--- src/sv/abna_pkg.sv ---
// ============================================================================
// abna_pkg
// Pixel type and fixed constants shared by the alpha bleed filter modules.
// ============================================================================
package abna_pkg;

    localparam int CFG_W = 13;
    localparam logic [CFG_W-1:0] WIDTH_RESET = 13'd4096;

    // multiply-shift pair for an exact floor(s / 3) on s <= 765
    localparam logic [9:0] RECIP3 = 10'd683;
    localparam int RECIP3_SHIFT = 11;

    typedef struct packed {
        logic       opaque;
        logic [7:0] red;
        logic [7:0] green;
        logic [7:0] blue;
    } t_pixel;

endpackage

--- src/sv/abna_avg.sv ---
// ============================================================================
// abna_avg
// Floor average of the opaque neighbors among up, left and up-left.
// ============================================================================
module abna_avg (
    input  abna_pkg::t_pixel i_up,
    input  abna_pkg::t_pixel i_left,
    input  abna_pkg::t_pixel i_ul,
    input  logic             i_use_up,
    input  logic             i_use_left,
    input  logic             i_use_ul,
    output logic [7:0]       o_red,
    output logic [7:0]       o_green,
    output logic [7:0]       o_blue
);
    import abna_pkg::*;

    logic       w_up;
    logic       w_left;
    logic       w_ul;
    logic [1:0] w_count;

    function automatic logic [7:0] f_avg(input logic [9:0] s, input logic [1:0] n);
        logic [19:0] prod;
        logic [7:0]  q;
        prod = 20'(s) * 20'(RECIP3);
        case (n)
            2'd1:    q = s[7:0];
            2'd2:    q = s[8:1];
            2'd3:    q = 8'(prod >> RECIP3_SHIFT);
            default: q = 8'd0;
        endcase
        return q;
    endfunction

    function automatic logic [9:0] f_sum(input logic [7:0] a, input logic ea,
                                         input logic [7:0] b, input logic eb,
                                         input logic [7:0] c, input logic ec);
        return (ea ? 10'(a) : 10'd0) + (eb ? 10'(b) : 10'd0) + (ec ? 10'(c) : 10'd0);
    endfunction

    assign w_up    = i_use_up && i_up.opaque;
    assign w_left  = i_use_left && i_left.opaque;
    assign w_ul    = i_use_ul && i_ul.opaque;
    assign w_count = 2'(w_up) + 2'(w_left) + 2'(w_ul);

    assign o_red   = f_avg(f_sum(i_up.red, w_up, i_left.red, w_left, i_ul.red, w_ul), w_count);
    assign o_green = f_avg(f_sum(i_up.green, w_up, i_left.green, w_left,
                                 i_ul.green, w_ul), w_count);
    assign o_blue  = f_avg(f_sum(i_up.blue, w_up, i_left.blue, w_left,
                                 i_ul.blue, w_ul), w_count);

endmodule

--- config.mk ---
export PLATFORM = sky130hd
export DESIGN_NAME = abna_avg
export DESIGN_NICKNAME = d
export VERILOG_FILES = /design/src/sv/abna_pkg.sv /design/src/sv/abna_avg.sv
export SDC_FILE = /design/constraint.sdc
export NUM_CORES = 1
export LEC_CHECK = 0
export ABC_CLOCK_PERIOD_IN_PS = 12500
export BUFFER_PORTS_ARGS = -buffer_cell sky130_fd_sc_hd__buf_2
export CAP_MARGIN = 20
export CORE_MARGIN = 4
export CORE_UTILIZATION = 60
export DETAILED_ROUTE_END_ITERATION = 6
export MAX_ROUTING_LAYER = met4
export PLACE_DENSITY = 0.83
export SETUP_SLACK_MARGIN = 0.02
export SYNTH_ARGS = -nofsm -noshare
export SYNTH_HDL_FRONTEND = slang
export SYNTH_SLANG_ARGS = --single-unit
--- constraint.sdc ---
create_clock -name vclk -period 12.5
set_clock_uncertainty 0.2 [all_clocks]
set_input_delay 2.5 -clock vclk [all_inputs]
set_output_delay 2.5 -clock vclk [all_outputs]
set_load 0.02 [all_outputs]
After elaboration in Yosys (flattened, before gate mapping). Cells that the tools add are included.

Register bits after elaboration: 0. Word-level logic and storage cells: 29. Output and inout bits: 24.

Reduce and logical (&&, ||, !) cells: 3. Add/sub/neg operators: 8. Eq/ne operators: 3. $mul: 3. Muxes and demuxes: 12.

Operator list (count): $mux W8 (9); $pmux W8 S3 (3); $mul A10 B10 Y19 const B (3); $add A9 B8 Y10 (3); $add A8 B8 Y9 (3); $eq A2 B2 Y1 const B (2); $logic_and A1 B1 Y1 (3); $add A1 B1 Y2 (1); $add A2 B1 Y2 (1); $eq A2 B1 Y1 const B (1).

Longest topological paths before layout.
Word-level depth: 6. Gate-level depth with buffers: 33.

Least setup slack after synthesis. No wires, ideal clock.

Path type: input-to-output. Start: input i_use_ul. End: output o_blue[7]. Path slack: 0.773 ns. Buffers on the path: 2. Arrival: 9.027 ns. Data required time: 9.800 ns. Stages on the path: 29. Cells stage by stage: and2_1 -> clkbuf_1 -> clkbuf_1 -> nand2_1 -> fa_1 -> inv_1 -> ha_1 -> o21a_1 -> o31a_1 -> o21a_1 -> nor2_1 -> xnor2_1 -> ha_1 -> ha_1 -> inv_1 -> fa_1 -> inv_1 -> fa_1 -> inv_1 -> fa_1 -> inv_1 -> ha_1 -> nand4_1 -> a211oi_1 -> o21ai_1 -> a21oi_1 -> o21ai_0 -> and3_1 -> o31ai_1.

Longest elaborated chain between the ends: 5.

RTL lines: start, declared (line abna_avg.sv:11) `input logic i_use_ul,`; $logic_and A1 B1 Y1 (*) (line abna_avg.sv:44) `assign w_ul = i_use_ul && i_ul.opaque;`; $mux W8 (line abna_avg.sv:39) `return (ea ? 10'(a) : 10'd0) + (eb ? 10'(b) : 10'd0) + (ec ? 10'(c) : 10'd0);`; $add A9 B8 Y10 (line abna_avg.sv:39); $mul A10 B10 Y19 (line abna_avg.sv:26) `prod = 20'(s) * 20'(RECIP3);`; $pmux W8 S3 (*) (line abna_avg.sv:27) `case (n)`; end, declared (line abna_avg.sv:14) `output logic [7:0] o_blue`.

Every way passes the cells marked *; elsewhere a longest branch is shown, timed or not.

Worst setup path after layout.
Start: input i_left[24] in the netlist's numbering. End: output o_green[2].

Longest elaborated chain between the ends: 6.

RTL lines: start, declared (line abna_avg.sv:7) `input abna_pkg::t_pixel i_left,`; $logic_and A1 B1 Y1 (*) (line abna_avg.sv:43) `assign w_left = i_use_left && i_left.opaque;`; $mux W8 (line abna_avg.sv:39); $add A8 B8 Y9 (line abna_avg.sv:39); $add A9 B8 Y10 (line abna_avg.sv:39); $mul A10 B10 Y19 (line abna_avg.sv:26); $pmux W8 S3 (*) (line abna_avg.sv:27); end, declared (line abna_avg.sv:13) `output logic [7:0] o_green,`.

Marked as above.

==> impl_metrics.tcl <==
set metrics [dict create \
    crit_required_ps 9800 \
    drc_errors 0 \
    setup_viol 0 \
    antenna_found_initial 0 \
    peakVddDrop_uv 123 \
    hold_violations 0 \
    grt.overflow.total 0 \
    relSlewSlack_pct 41.0 \
    power_switching_uw 730 \
    layout-area-overhead-vs-synth_pct 10.6 \
    final_antenna_net_count 0 \
    fin_crit_sh_pct 97.3 \
    layout-drive-gt1-share_pct 14.1 \
    max_freq_mhz 82.2 \
    cp_max_fo 10 \
    p_per_area_nw_per_um2 154 \
    syn_area_per_cell_um2 8.39 \
    drt_iter0_drc 359 \
    grt_pass1_vias 6786 \
    cp_data_arrival_time_ps 9470 \
    totalWireLength_mm 18.3 \
    power_leakage_nw 4.88 \
    n_antenna_cell 0 \
    gp_congestion 0.957 \
    combPwrFrac_pct 100.0 \
    startpoint_type "input port" \
    seq_area_um2 0 \
    period_needed_ps 12170 \
    core_area_um2 12100 \
    n_clock_buffer 0 \
    power_mw 1.26 \
    vias 6453 \
    synthTopCellsByCount "191 x ha_1, 182 x inv_1, 87 x fa_1" \
    port_buffers 102 \
    final_util_pct 67.8 \
    synth_warnings 0 \
    cp_slowest_cell "fa_1" \
    grt_pass1_wl_mm 30.7 \
    clockPowerShare_pct 0 \
    grt_setup_unrepaired "no" \
    die_h_um 119 \
    first_pass_iters 5 \
    postCtsHoldBufs 0 \
    post-synth-top-count-cell "ha_1" \
    fillCellCount 984 \
    synth_top_area_cell "ha_1" \
    ios 102 \
    min_from "i_left[16]" \
    swShare_pct 58.0 \
    die_area_um2 14200 \
    seq_area_frac_synth_pct 0 \
    design.seq.count 0 \
    rows 40 \
    syn_nets 1237 \
    final_nets 1341 \
    p_seq_share_pct 0 \
    intPower_uw 529 \
    ys_top_cells_by_area "ha_1 32%, fa_1 24%, inv_1 9.2%" \
    endpoint_kind "output port" \
    wl_per_cell_um 15.9 \
    critPathMaxStageDelay_ps 560 \
    drv_cap 0 \
    die_x_um 119 \
    outcome "finished, final reports clean" \
    synth_cell_types 66 \
    start_util_pct 61.3 \
    netlist_area_um2 7390 \
    final.setup.tns_ps 0 \
    holdCritPathClass "input port to output port" \
    min_path_cells 7 \
    grt_usage_pct 26.5 \
    path_class "input port to output port" \
    synth_cells 881 \
    worstHoldEndpoint "o_red[0]" \
    dp_hpwl_mm 16.5 \
    grt_max_degree 21 \
    slew_violations 0 \
    tightestPinTransition_ps 879 \
    netlist.area_leader.share_pct 32.3 \
    avgViaCountPerCell 5.61 \
]
[how the worst max path moves through the flow]
stage	start	end	slack (ps)	cells after the start
final	i_left[24]	o_green[2]	330	29
after global routing	i_use_left	o_green[2]	50	29
after CTS	i_use_ul	o_blue[7]	250	31
after detailed placement	i_use_ul	o_blue[7]	250	31
after global placement	i_use_left	o_green[2]	400	29
after floorplan	i_use_ul	o_blue[7]	770	29
[cell usage in the layout (no fill, tap or decap), types with 9 or more instances in the layout]
cell and instances:
a21o_1 15, a21oi_1 40, a22oi_1 10, and3_1 24, buf_2 102, buf_4 14, fa_1 87, ha_1 191
inv_1 182, nand2_1 86, nand2b_1 10, nand3_1 11, nor2_1 25, nor2b_1 9, o21ai_0 23, o21ai_1 12
xnor2_1 34, xor2_1 12
[layout make-up]
class | count | area, µm² | share of cell area (%)
well taps | 168 | 210 | 2.57
multi-input cells | 683 | 6660 | 81.5
repair buffers | 116 | 616 | 7.53
inverters | 184 | 691 | 8.45
[critical path, delay by kind of cell]
kind	cells	cell delay, ps
buf+inv	7	950
xor+xnor	1	350
simple gates	2	350
compound gates	11	2160
fa+ha+maj	8	3140
[routing by layer]
metal  up-vias  track usage, %  share of wire (%)
li1       3154               -                  -
met3        32            1.28                5.8
met4         0            5.72                1.9
met1      3045            34.6                 43
met5         -               -                  0
met2       222            46.0                 49
[power groups by stage]
stage	Sequential, mW	Combinational [mW]	Clock, mW
after floorplan	0	0.950	0
after global placement	0	1.20	0
after detailed placement	0	1.25	0
after CTS	0	1.25	0
after global routing	0	1.43	0
final	0	1.26	0
[logic make-up (layout without fill, tap and decap cells)]
kind of cell	Yosys count	in the layout	synth area share, %
AO/OA/AOI/OAI	158	158	14.4
XOR/XNOR	49	49	6.16
adder cells (fa/ha/maj)	278	278	55.9
buffers and inverters	198	300	10.1
multiplexers	5	5	0.745
AND/OR/NAND/NOR	193	193	12.8
[stage by stage]
step                      cells  setup WS (ps)  instance area [µm²]  hold WS, ps
after floorplan             881            773                 7390         5280
after global placement     1150            395                 8160         5660
after detailed placement   1150            246                 8160         5690
after CTS                  1150            250                 8160         5690
after global routing       1151           47.8                 8180         5790
final                      1151            333                 8180         5690
[repair_timing]
item / in CTS / in global routing
setup buffers: 0 / 1
endpoints found under the setup margin: 0 / 14
resized for setup: 0 / 5
Note: power is estimated with default switching activity, not from simulation.
